<file path="config.mk">
export PLATFORM = sky130hd
export DESIGN_NAME = varint_zigzag_decoder_top
export DESIGN_NICKNAME = d
export VERILOG_FILES = /design/src/rtl/vzd_pkg.sv /design/src/rtl/vzd_front.sv /design/src/rtl/vzd_tok_queue.sv /design/src/rtl/vzd_back.sv /design/src/rtl/varint_zigzag_decoder_top.sv
export VERILOG_INCLUDE_DIRS = /design/src /design/src/rtl
export SDC_FILE = /design/constraint.sdc
export NUM_CORES = 1
export LEC_CHECK = 0
export ABC_AREA = 1
export BUFFER_PORTS_ARGS = -buffer_cell sky130_fd_sc_hd__buf_4
export CAP_MARGIN = 20
export CORE_UTILIZATION = 37
export CTS_CLUSTER_DIAMETER = 100
export DETAILED_ROUTE_END_ITERATION = 8
export HOLD_SLACK_MARGIN = 0.15
export PLACE_DENSITY = 0.56
export SYNTH_ARGS = -nofsm -noshare
export SYNTH_HDL_FRONTEND = slang
export SYNTH_SLANG_ARGS = --single-unit
</file>
<file path="constraint.sdc">
create_clock -name clk -period 6.9 [get_ports clk]
set_input_delay 0.345 -clock clk [delete_from_list [all_inputs] [get_ports clk]]
set_output_delay 0.345 -clock clk [all_outputs]
set_load 0.05 [all_outputs]
</file>
<file path="src/rtl/varint_zigzag_decoder_top_macros.svh">
// assertion macros for the varint decoder
`ifndef VARINT_ZIGZAG_DECODER_TOP_MACROS_SVH
`define VARINT_ZIGZAG_DECODER_TOP_MACROS_SVH

// same-cycle implication, off during reset
`define VZD_ASSERT_NOW(label, ante, cons) \
  label: assert property (@(posedge clk) disable iff (rst) (ante) |-> (cons)) \
    else $error("varint decoder check failed");

// next-cycle implication, off during reset
`define VZD_ASSERT_NEXT(label, ante, cons) \
  label: assert property (@(posedge clk) disable iff (rst) (ante) |=> (cons)) \
    else $error("varint decoder check failed");

`endif

</file>
<file path="src/rtl/vzd_pkg.sv">
`default_nettype none
package vzd_pkg;

  localparam int GROUP_BITS  = 7;
  localparam int LIMIT_SHORT = 5;
  localparam int LIMIT_LONG  = 10;
  localparam int TQ_DEPTH    = 4;
  localparam int TQ_PTR_W    = $clog2(TQ_DEPTH);
  localparam int TQ_CNT_W    = $clog2(TQ_DEPTH + 1);

  typedef logic [3:0] idx_t;

  // one classified stream byte
  typedef struct packed {
    logic [6:0] payload;
    idx_t       idx;
    logic       long_mode;
    logic       zigzag_mode;
    logic       last;
    logic       overrun;
  } tok_t;

  typedef struct packed {
    logic [63:0] decoded_value;
    logic        overrun;
    logic [3:0]  byte_count;
  } result_t;

  function automatic logic [5:0] shift_amount(input idx_t idx);
    logic [6:0] p;
    p = {3'b000, idx} * 7'(GROUP_BITS);
    return p[5:0];
  endfunction

endpackage
`default_nettype wire

</file>
<file path="src/rtl/vzd_front.sv">
`default_nettype none
module vzd_front (
  input  wire logic        clk,
  input  wire logic        rst,
  input  wire logic        push,
  input  wire logic [7:0]  data_byte,
  input  wire logic        long_mode,
  input  wire logic        zigzag_mode,
  input  wire logic        q_full,
  output logic             tok_push,
  output vzd_pkg::tok_t    tok
);

  vzd_pkg::idx_t idx;
  vzd_pkg::idx_t idx_next;
  logic          held_long;
  logic          held_zigzag;
  logic          cur_long;
  logic          cur_zigzag;
  vzd_pkg::idx_t limit;
  vzd_pkg::idx_t idx_inc;
  logic          fin;

  assign tok_push   = push && !q_full;
  // modes are taken only from the first byte of a value
  assign cur_long   = (idx == '0) ? long_mode   : held_long;
  assign cur_zigzag = (idx == '0) ? zigzag_mode : held_zigzag;
  assign limit      = cur_long ? 4'(vzd_pkg::LIMIT_LONG) : 4'(vzd_pkg::LIMIT_SHORT);
  assign idx_inc    = 4'(idx + 4'd1);

  always_comb begin
    tok.payload     = data_byte[6:0];
    tok.idx         = idx;
    tok.long_mode   = cur_long;
    tok.zigzag_mode = cur_zigzag;
    tok.last        = !data_byte[7];
    tok.overrun     = data_byte[7] && (idx_inc == limit);
    fin             = tok.last || tok.overrun;
    idx_next        = fin ? '0 : idx_inc;
  end

  always_ff @(posedge clk) begin
    if (rst) begin
      idx         <= '0;
      held_long   <= 1'b0;
      held_zigzag <= 1'b0;
    end else if (tok_push) begin
      idx         <= idx_next;
      held_long   <= cur_long;
      held_zigzag <= cur_zigzag;
    end
  end

endmodule
`default_nettype wire

</file>
<file path="src/rtl/vzd_tok_queue.sv">
`default_nettype none
module vzd_tok_queue (
  input  wire logic          clk,
  input  wire logic          rst,
  input  wire logic          wr_en,
  input  wire vzd_pkg::tok_t wr_data,
  output logic               full,
  input  wire logic          rd_en,
  output vzd_pkg::tok_t      rd_data,
  output logic               empty
);

  vzd_pkg::tok_t                  mem [vzd_pkg::TQ_DEPTH];
  logic [vzd_pkg::TQ_PTR_W-1:0]   wr_ptr;
  logic [vzd_pkg::TQ_PTR_W-1:0]   rd_ptr;
  logic [vzd_pkg::TQ_CNT_W-1:0]   count;
  logic                           do_wr;
  logic                           do_rd;

  assign full    = (count == vzd_pkg::TQ_CNT_W'(vzd_pkg::TQ_DEPTH));
  assign empty   = (count == '0);
  assign do_wr   = wr_en && !full;
  assign do_rd   = rd_en && !empty;
  assign rd_data = mem[rd_ptr];

  always_ff @(posedge clk) begin
    if (do_wr) begin
      mem[wr_ptr] <= wr_data;
    end
  end

  always_ff @(posedge clk) begin
    if (rst) begin
      wr_ptr <= '0;
      rd_ptr <= '0;
      count  <= '0;
    end else begin
      if (do_wr) begin
        wr_ptr <= vzd_pkg::TQ_PTR_W'(wr_ptr + 1'b1);
      end
      if (do_rd) begin
        rd_ptr <= vzd_pkg::TQ_PTR_W'(rd_ptr + 1'b1);
      end
      if (do_wr && !do_rd) begin
        count <= vzd_pkg::TQ_CNT_W'(count + 1'b1);
      end else if (do_rd && !do_wr) begin
        count <= vzd_pkg::TQ_CNT_W'(count - 1'b1);
      end
    end
  end

endmodule
`default_nettype wire

</file>
<file path="src/rtl/vzd_back.sv">
`default_nettype none
module vzd_back (
  input  wire logic          clk,
  input  wire logic          rst,
  input  wire logic          tok_valid,
  input  wire vzd_pkg::tok_t tok,
  output logic               tok_pop,
  output logic               empty,
  input  wire logic          pop,
  output vzd_pkg::result_t   result
);

  logic [63:0]        acc;
  logic [63:0]        acc_next;
  logic [63:0]        base;
  logic [63:0]        raw;
  logic [63:0]        finished;
  logic               fin;
  vzd_pkg::result_t   res_new;

  // two-entry result queue
  vzd_pkg::result_t   oq [2];
  logic               oq_wr;
  logic               oq_rd;
  logic [1:0]         oq_cnt;
  logic               oq_full;
  logic               oq_push;
  logic               oq_pop;

  function automatic logic [63:0] zz_finish(input logic [63:0] r, input logic lm,
                                           input logic zz);
    logic [31:0] v32;
    logic [63:0] v64;
    v32 = (r[31:0] >> 1) ^ {32{r[0]}};
    v64 = (r >> 1) ^ {64{r[0]}};
    if (lm) begin
      return zz ? v64 : r;
    end
    return zz ? {{32{v32[31]}}, v32} : {32'h0, r[31:0]};
  endfunction

  assign fin     = tok.last || tok.overrun;
  assign oq_full = oq_cnt[1];
  assign tok_pop = tok_valid && (!fin || !oq_full);
  assign oq_push = tok_pop && fin;
  assign empty   = (oq_cnt == 2'd0);
  assign oq_pop  = pop && !empty;
  assign result  = oq[oq_rd];

  always_comb begin
    base = (tok.idx == '0) ? 64'h0 : acc;
    raw  = base | ({57'h0, tok.payload} << vzd_pkg::shift_amount(tok.idx));
    if (!tok.long_mode) begin
      raw[63:32] = 32'h0;
    end
    finished               = zz_finish(raw, tok.long_mode, tok.zigzag_mode);
    res_new.decoded_value  = tok.overrun ? 64'h0 : finished;
    res_new.overrun        = tok.overrun;
    res_new.byte_count     = 4'(tok.idx + 4'd1);
    acc_next               = fin ? 64'h0 : raw;
  end

  always_ff @(posedge clk) begin
    if (tok_pop) begin
      acc <= acc_next;
    end
    if (oq_push) begin
      oq[oq_wr] <= res_new;
    end
  end

  always_ff @(posedge clk) begin
    if (rst) begin
      oq_wr  <= 1'b0;
      oq_rd  <= 1'b0;
      oq_cnt <= 2'd0;
    end else begin
      if (oq_push) begin
        oq_wr <= !oq_wr;
      end
      if (oq_pop) begin
        oq_rd <= !oq_rd;
      end
      if (oq_push && !oq_pop) begin
        oq_cnt <= 2'(oq_cnt + 2'd1);
      end else if (oq_pop && !oq_push) begin
        oq_cnt <= 2'(oq_cnt - 2'd1);
      end
    end
  end

endmodule
`default_nettype wire

</file>
<file path="src/rtl/varint_zigzag_decoder_top.sv">
// varint decoder: one stream byte accepted per cycle while full is low
// a value's last byte is registered in the token queue, then the accumulate/finish stage
// writes its result into the result queue that drives the result ports (held while that is full)
// full rises only when the four-entry token queue and two-entry result queue back up
// synchronous reset empties both queues and waits for the first byte of a new value
`default_nettype none
`include "varint_zigzag_decoder_top_macros.svh"
module varint_zigzag_decoder_top (
  input  wire logic         clk,
  input  wire logic         rst,
  input  wire logic         push,
  output logic              full,
  input  wire logic [7:0]   data_byte,
  input  wire logic         long_mode,
  input  wire logic         zigzag_mode,
  output logic              empty,
  input  wire logic         pop,
  output logic [63:0]       decoded_value,
  output logic              overrun,
  output logic [3:0]        byte_count
);

  logic               tq_push;
  logic               tq_full;
  logic               tq_pop;
  logic               tq_empty;
  vzd_pkg::tok_t      tok_in;
  vzd_pkg::tok_t      tok_out;
  vzd_pkg::result_t   result;

  assign full = tq_full;

  vzd_front u_front (
    .clk         (clk),
    .rst         (rst),
    .push        (push),
    .data_byte   (data_byte),
    .long_mode   (long_mode),
    .zigzag_mode (zigzag_mode),
    .q_full      (tq_full),
    .tok_push    (tq_push),
    .tok         (tok_in)
  );

  vzd_tok_queue u_tq (
    .clk     (clk),
    .rst     (rst),
    .wr_en   (tq_push),
    .wr_data (tok_in),
    .full    (tq_full),
    .rd_en   (tq_pop),
    .rd_data (tok_out),
    .empty   (tq_empty)
  );

  vzd_back u_back (
    .clk       (clk),
    .rst       (rst),
    .tok_valid (!tq_empty),
    .tok       (tok_out),
    .tok_pop   (tq_pop),
    .empty     (empty),
    .pop       (pop),
    .result    (result)
  );

  assign decoded_value = result.decoded_value;
  assign overrun       = result.overrun;
  assign byte_count    = result.byte_count;

  // overrun transactions carry a zero value
  `VZD_ASSERT_NOW(a_ovr_zero, !empty && overrun, decoded_value == 64'h0)
  // overrun happens only at the byte limit
  `VZD_ASSERT_NOW(a_ovr_count, !empty && overrun, byte_count == 4'd5 || byte_count == 4'd10)
  // every result consumed between one and ten bytes
  `VZD_ASSERT_NOW(a_count_range, !empty, byte_count >= 4'd1 && byte_count <= 4'd10)
  // a result not taken stays on the ports
  `VZD_ASSERT_NEXT(a_hold, !empty && !pop, !empty && $stable(decoded_value))

endmodule
`default_nettype wire
</file>
Yosys cells after proc, flatten, opt, wreduce, memory -nomap -nowiden --
Memory sizes are Yosys's and may differ from the RTL's. A register that Yosys moved wholly into a read port is not among the register bits. Cells that the tools add are included.
Storage, ports and cells: bits in registers 81, bits of input ports 14, memories 2, RAM bits 198, logic and storage cells 83, output and inout bits 71
Memory list:
- u_back.oq | depth 2, width 69, rd ports 1, clocked after memory_dff 1, write ports 1, RTL line vzd_back.sv:22 | vzd_pkg::result_t oq [2];
- u_tq.mem | depth 4, width 15, rd ports 1, clocked after memory_dff 1, write ports 1, RTL line vzd_tok_queue.sv:13 | vzd_pkg::tok_t mem [vzd_pkg::TQ_DEPTH];
Cells by class: eq/ne operators 2, reductions and logical operators 32, bitwise operators 3, add/sub/neg operators 8, shift operators 1, multipliers 1, mux-type cells 24
Operators by type and width (count):
- 2-to-1 mux 64 bit | 6
- OR 64 bit | 1
- left shift 7 x 6 -> 64 bit | 1
- bitwise XOR 63 x 64 -> 64 bit | 1
- 2-to-1 mux 32 bit | 1
- bitwise XOR 31 x 32 -> 32 bit | 1
- zero test 1 bit | 12
- logical AND 1 bit | 11
- 2-to-1 mux 1 bit | 9
- adder 4 x 1 -> 4 bit, second input constant | 2
- zero test 4 bit | 2
- 2-to-1 mux 2 bit | 4
- 2-to-1 mux 4 bit | 2
- adder 2 x 1 -> 2 bit, second input constant | 3
- multiplier 4 x 3 -> 6 bit, second input constant | 1
- 2-to-1 mux 3 bit | 2
- equality test 4 bit | 1
- nonzero test 2 bit | 2
- adder 3 x 1 -> 3 bit, second input constant | 1
- equality test 3 bit, second input constant | 1
- zero test 3 bit | 1
- logical OR 1 bit | 3
- subtractor 3 x 1 -> 3 bit, second input constant | 1
- zero test 2 bit | 1
- subtractor 2 x 1 -> 2 bit, second input constant | 1

Longest topological paths before layout --
Gate-level depths: netlist of run 1.
word-level depth 9, gate-level depth with buffers 23, mapped depth without buffers 19

Hierarchy --
Synthesis of run 1 repeated with hierarchy kept, for this count alone.
Second synthesis, totals: cell total of the unflattened synthesis 1495, area total of the unflattened synthesis 14584.0 sq um
Modules (own cells, without submodules):
- vzd_back | cells each 1197, area an instance 11179.5 sq um, seq. area each 6165.9 sq um, instances 1
- vzd_tok_queue | cells each 215, area an instance 2861.5 sq um, seq. area each 1981.9 sq um, instances 1
- vzd_front | cells each 82, area an instance 539.3 sq um, seq. area each 120.1 sq um, instances 1
- varint_zigzag_decoder_top | cells each 1, area an instance 3.8 sq um, seq. area each 0.0 sq um, instances 1

Least setup slack after synthesis of run 1 --
No wires, ideal clock.
kind register to register, start point register with a tool-made name, end point memory u_back.oq[1][0] (netlist name), enable pin, clock period less this slack 6.961 ns, buffers on the path 2, data required time 6.402 ns, setup slack -0.061 ns, data arrival time 6.464 ns, stages on the path, launching flop included 10, library setup time 0.498 ns, cell sequence dfxtp_1 inv_2 buf_4 buf_2 nand2_1 a32o_2 o221ai_1 a22oi_2 nand2_1 nor2_1
RTL lines (RTL line):
- end, declared | vzd_back.sv:22

==> impl_results.md, run 1 <==
* Seq/Total Area, Yosys at around three fifths
* Pin count of the biggest net entering global routing at 70
* Worst EP arrival at 5.73 ns
* Syn Nets at 1,501
* Post-CTS setup buffers at 0
* Final Max Tran Viols at 0
* H-tree Lvls at 1
* Crit start category: flop
* # diodes at 0
* Worst setup path class: flop to flop
* Die Span Y at just under 200 µm
* Required @ worst endpoint at ~7.2 ns
* Count leader, synth: nand2_1
* Worst skew pair latency at 0.58 ns
* Clock Root Buffer: clkbuf_16
* Netlist cell types at 38
* Pre-antenna DRT Iters at 5
* Actual slew at the worst max-slew pin at 1.03 ns
* First-pass GRT wire length at 56,500 µm
* Top cells by area, synth: edfxtp_1 55%, nand2_1 11%, nand3_1 6.5%, mux2_2 5.5%, inv_1 2.9%
* Worst Hold Class: input port to flop
* Tmin final at 5.40 ns
* Vias in the first global route at 10.3k
* Seq cells post-synth at 282
* Initial antenna violation count at 0
* Post-layout util at a little over two fifths
* Syn Area/Cell at 9.69 µm²
* CTS tree: done
* CTS clk-pin slew, worst paths at 0.06 ns
* Setup violations, final at 0
* Primary flip-flop cell chosen by synthesis mapping: edfxtp_1
* Die area at between 0.03 and 0.04 mm²
* Synthesized instance count at approximately 1.5k
* Status: complete, no violations
* Vias/cell at 5.16
* DP HPWL at about 23,000 µm
* Layout fillers at 3,599
* Top Ports at 85
* Placer Congestion at 0.866
* Rel. slew slack at around 31%
* MaxCap Viol Count at 0
* Initial drt markers at 922
* Antenna-violating nets left at 0
* Global-route usage over all layers at 18.5%
* Fin Clk Skew at 0.0251 ns
* Crit end category: flop
* IO buf count at 84
* Post-route clock period utilization at 78.3%
* Multi-input logic area at 0.00518 mm²
* Routed WL at around 36,000 µm
* Layout cells sized above 1 at 16.8%
* Post-synth EDFFs at 262
* Routed via count at about 11k
* Synth top cells by count: 419 x nand2_1, 262 x edfxtp_1, 184 x nand3_1, 111 x inv_1, 88 x nor2_1
* RSZ-0062 raised after global routing: no
* FMAX at 185 MHz
* Area of the core at 0.0378 mm²
* Synthesis Warnings at 0
* Final hold viol count at 0
* Mapped Area at 0.0142 mm²
* Largest area contributor in the netlist: edfxtp_1
* Initial Util at 37.6%
* Row count at 71
* Clk buf depth at 3
* Sink Count at 282
* Async S/R FF share, synth at 0%
* Register area at 0.00827 mm²
* Die Wd at ~200 µm
* Layout area overhead at 16.5%
* CTS Buf Count at 31
* Final nets at 1,560
* DRC viols at 0
* CP max FO at 33
* Drt wl/cell at 17.4 µm
* Reg2Reg Setup Slack at around 1.5 ns
* GRT overflow at 0
* Synth top area share at about 55%
-- logic make-up after synthesis --
logic type | synth area share (%)
adder cells (fa/ha/maj) | 2.11
AO/OA/AOI/OAI | 5.19
XOR/XNOR | 0.678
AND/OR/NAND/NOR | 22.5
multiplexers | 5.47
buffers and inverters | 5.88
flip-flops | 58.2
-- flip-flops by register name, indices dropped and copies added, names as in the netlist, named ones only --
| name | count |
|---|---|
| u_tq.wr_ptr | 2 |
| u_back.acc | 64 |
| u_back.oq | 138 |
| u_front.idx | 4 |
| u_front.held_long | 1 |
| u_back.oq_wr | 1 |
| u_back.oq_cnt | 2 |
| u_front.held_zigzag | 1 |
| u_tq.mem | 60 |
| u_back.oq_rd | 1 |
| u_tq.rd_ptr | 2 |
| u_tq.count | 3 |
-- stage by stage --
step / instances / cell area, µm² / setup slack (ns) / setup TNS, ns / hold slack (ns)
after floorplan: 1466 / 14200 / -0.0614 / -6.30 / 0.414
after global placement: 1994 / 15300 / 1.69 / 0 / 0.447
after detailed placement: 1994 / 15300 / 1.49 / 0 / 0.452
after CTS: 2061 / 16600 / 1.50 / 0 / 0.153
after global routing: 2061 / 16600 / 0.978 / 0 / 0.172
final: 2061 / 16600 / 1.50 / 0 / 0.179
-- final timing paths --
| check | from | to | depth (start not counted) |
|---|---|---|---|
| hold / removal | pop | flop | 3 |
| setup reg to reg | flop | u_back.oq[0][40] | 17 |
| hold reg to reg | u_front.held_zigzag | u_front.held_zigzag | 2 |
| setup / recovery | flop | u_back.oq[0][40] | 17 |
-- cell usage in the layout, fill, tap and decap left out, types with 10 or more instances in the layout --
cell type  instances
clkbuf_16         35
buf_4            103
nand3_1          184
nand4_1           44
nand2_1          418
mux2_2            69
inv_1            110
ha_1              16
o21ai_0           36
edfxtp_1         262
dfxtp_1           19
nor2_1            85
a31oi_1           10
a21oi_1           70
-- worst max-delay path: stages (launching register included) --
cell      delay (ns)
dfxtp_1         0.30
buf_4           0.23
inv_2           0.43
nand2_1         0.10
a32oi_1         0.50
fa_1            0.52
ha_1            0.65
inv_1           0.41
nand3_2         0.20
nor2_2          0.05
nand2_1         0.12
o21ai_4         0.18
inv_4           0.31
nor2_8          0.16
o21ai_4         0.28
clkinv_2        0.40
nand2_1         0.19
inv_1           0.07
-- what timing repair did --
item / CTS / global route
hold buffers: 9 / 0
gates resized for setup: 0 / 0
hold endpoints to repair: 37 / 0
-- cell type report --
cell class / count / share of cell area (%)
clock buffer: 36 / 5.37
clock inverter: 22 / 1.47
inverter: 119 / 2.72
multi-input combinational: 978 / 31.3
sequential: 282 / 50.0
tap: 511 / 3.86
timing repair buffer: 113 / 5.34
-- per-layer routing --
layer / up-vias / GRT usage, % / routed length [µm]
li1: 5150 / - / -
met4: 0 / 5.48 / 811
met5: - / 0 / 0
met3: 54 / 3.12 / 2340
met2: 336 / 29.7 / 16700
met1: 5096 / 25.5 / 16100
Power of run 1 is not shown: default switching activity piles up to over one toggle a cycle in this logic, so the estimate is an artifact.
==> run 2, diff against run 1 <==
Settings changed: PLACE_DENSITY 0.56 to 0.54.
Clock period 6.9 ns to 5.1 ns, I/O delays scaled along.
==> impl_results.md, run 2 (same netlist as run 1, synthesis figures left out) <==
* FMAX at approximately 230 MHz
* Tmin final at 4.31 ns
* CTS Buf Count at 35
* MaxCap Viol Count at 0
* Actual slew at the worst max-slew pin at 1.01 ns
* Layout cells sized above 1 at 17.0%
* Most flop-heavy register: u_back.oq
* CP max FO at 25
* Vias/cell at just over 5
* RSZ-0062 raised after global routing: no
* Clk buf depth at 3
* Final nets at 1,576
* Resize count post-CTS at 0
* Setup violations, final at 0
* H-tree Lvls at 2
* Clock Root Buffer: clkbuf_16
* Antenna-violating nets left at 0
* IO buf count at 84
* Layout area overhead at 16.9%
* Required @ worst endpoint at 5.37 ns
* Routed via count at 10.7k
* Sink Count at between 200 and 300
* Area of the core at 0.0378 mm²
* Initial Util at a little under two fifths
* Worst Hold Class: input port to flop
* Worst skew pair latency at 0.53 ns
* Layout fillers at 3,602
* DRC viols at 0
* Multi-input logic area at 0.00519 mm²
* Vias in the first global route at just over 10k
* Post-layout util at between 40% and 50%
* Pre-antenna DRT Iters at 5
* GRT overflow at 0
* Drt wl/cell at approximately 18 µm
* Initial drt markers at between 900 and 1k
* CTS tree: done
* # diodes at 0
* Largest register FFs at 138
* Post-CTS setup buffers at 0
* Hold buffers post-CTS at 11
* Pin count of the biggest net entering global routing at 71
* Placer Congestion at 0.849
* Largest regs: u_back.oq x138, u_back.acc x64, u_tq.mem x60
* Die Wd at 198 µm
* Worst setup path class: flop to flop
* Rel. slew slack at 32.4%
* Commonest non-fill, non-tap cell in the layout: nand2_1
* Die area at a little under 0.04 mm²
* Top Ports at between 80 and 90
* Worst EP arrival at ~4.6 ns
* Register area at 0.00827 mm²
* Final hold viol count at 0
* Row count at 71
* Crit start category: flop
* Most frequent cells in the layout: 418 x nand2_1, 262 x edfxtp_1, 184 x nand3_1
* Die Span Y at about 200 µm
* Routed WL at between 30,000 and 40,000 µm
* Final Max Tran Viols at 0
* Initial antenna violation count at 0
* Global-route usage over all layers at 19.0%
* CTS clk-pin slew, worst paths at 0.06 ns
* Post-route clock period utilization at between 80% and 90%
* First-pass GRT wire length at ~58,000 µm
* Fin Clk Skew at about 0.021 ns
* DP HPWL at 23,000 µm
* Worst hold start: push
* Status: complete, no violations
* Crit end category: flop
[run 2: final cells by class]
class / count / share of cell area [%]
Clock buffer: 47 / 5.67
Clock inverter: 16 / 0.768
Inverter: 119 / 2.71
Multi-Input combinational cell: 978 / 31.2
Sequential cell: 282 / 49.8
Tap cell: 511 / 3.85
Timing Repair Buffer: 125 / 5.96
[run 2: per-layer routing]
layer | routed length, µm | vias up | global-route usage, %
li1 | - | 5207 | -
met5 | 0 | - | 0
met2 | 17000 | 282 | 31.0
met3 | 1950 | 56 | 2.98
met4 | 817 | 0 | 5.54
met1 | 16900 | 5181 | 26.2
[run 2: worst paths after layout]
path	to	depth (start not counted)	slack (ns)
hold / removal	u_front.held_long	4	0.18
setup reg to reg	u_back.oq[0][43]	18	0.79
hold reg to reg	u_front.held_zigzag	2	0.46
setup / recovery	u_back.oq[0][43]	18	0.79
[run 2: critical path, stage by stage, from the launching register on]
cell	delay, ns
dfxtp_2	0.40
inv_2	0.36
nand3_1	0.12
nand2_1	0.18
inv_1	0.09
fa_1	0.54
ha_1	0.17
inv_1	0.06
fa_1	0.45
xnor2_2	0.24
nor2_2	0.08
nand2_1	0.11
o21ai_4	0.12
inv_4	0.10
nor2_8	0.06
o21ai_4	0.26
clkinv_2	0.39
nand2_1	0.19
inv_1	0.07
[run 2: metrics by stage]
| step | cells | area [µm²] | hold WS (ns) | setup slack (ns) | setup TNS (ns) |
|---|---|---|---|---|---|
| final | 2078 | 16600 | 0.176 | 0.795 | 0 |
| after CTS | 2078 | 16600 | 0.155 | 0.711 | 0 |
| after floorplan | 1466 | 14300 | 0.324 | -0.0746 | -8.63 |
| after global routing | 2078 | 16600 | 0.198 | 0.339 | 0 |
| after detailed placement | 2004 | 15400 | 0.457 | 0.737 | 0 |
| after global placement | 2004 | 15400 | 0.450 | 0.850 | 0 |
Power of run 2 is left out for the same reason.
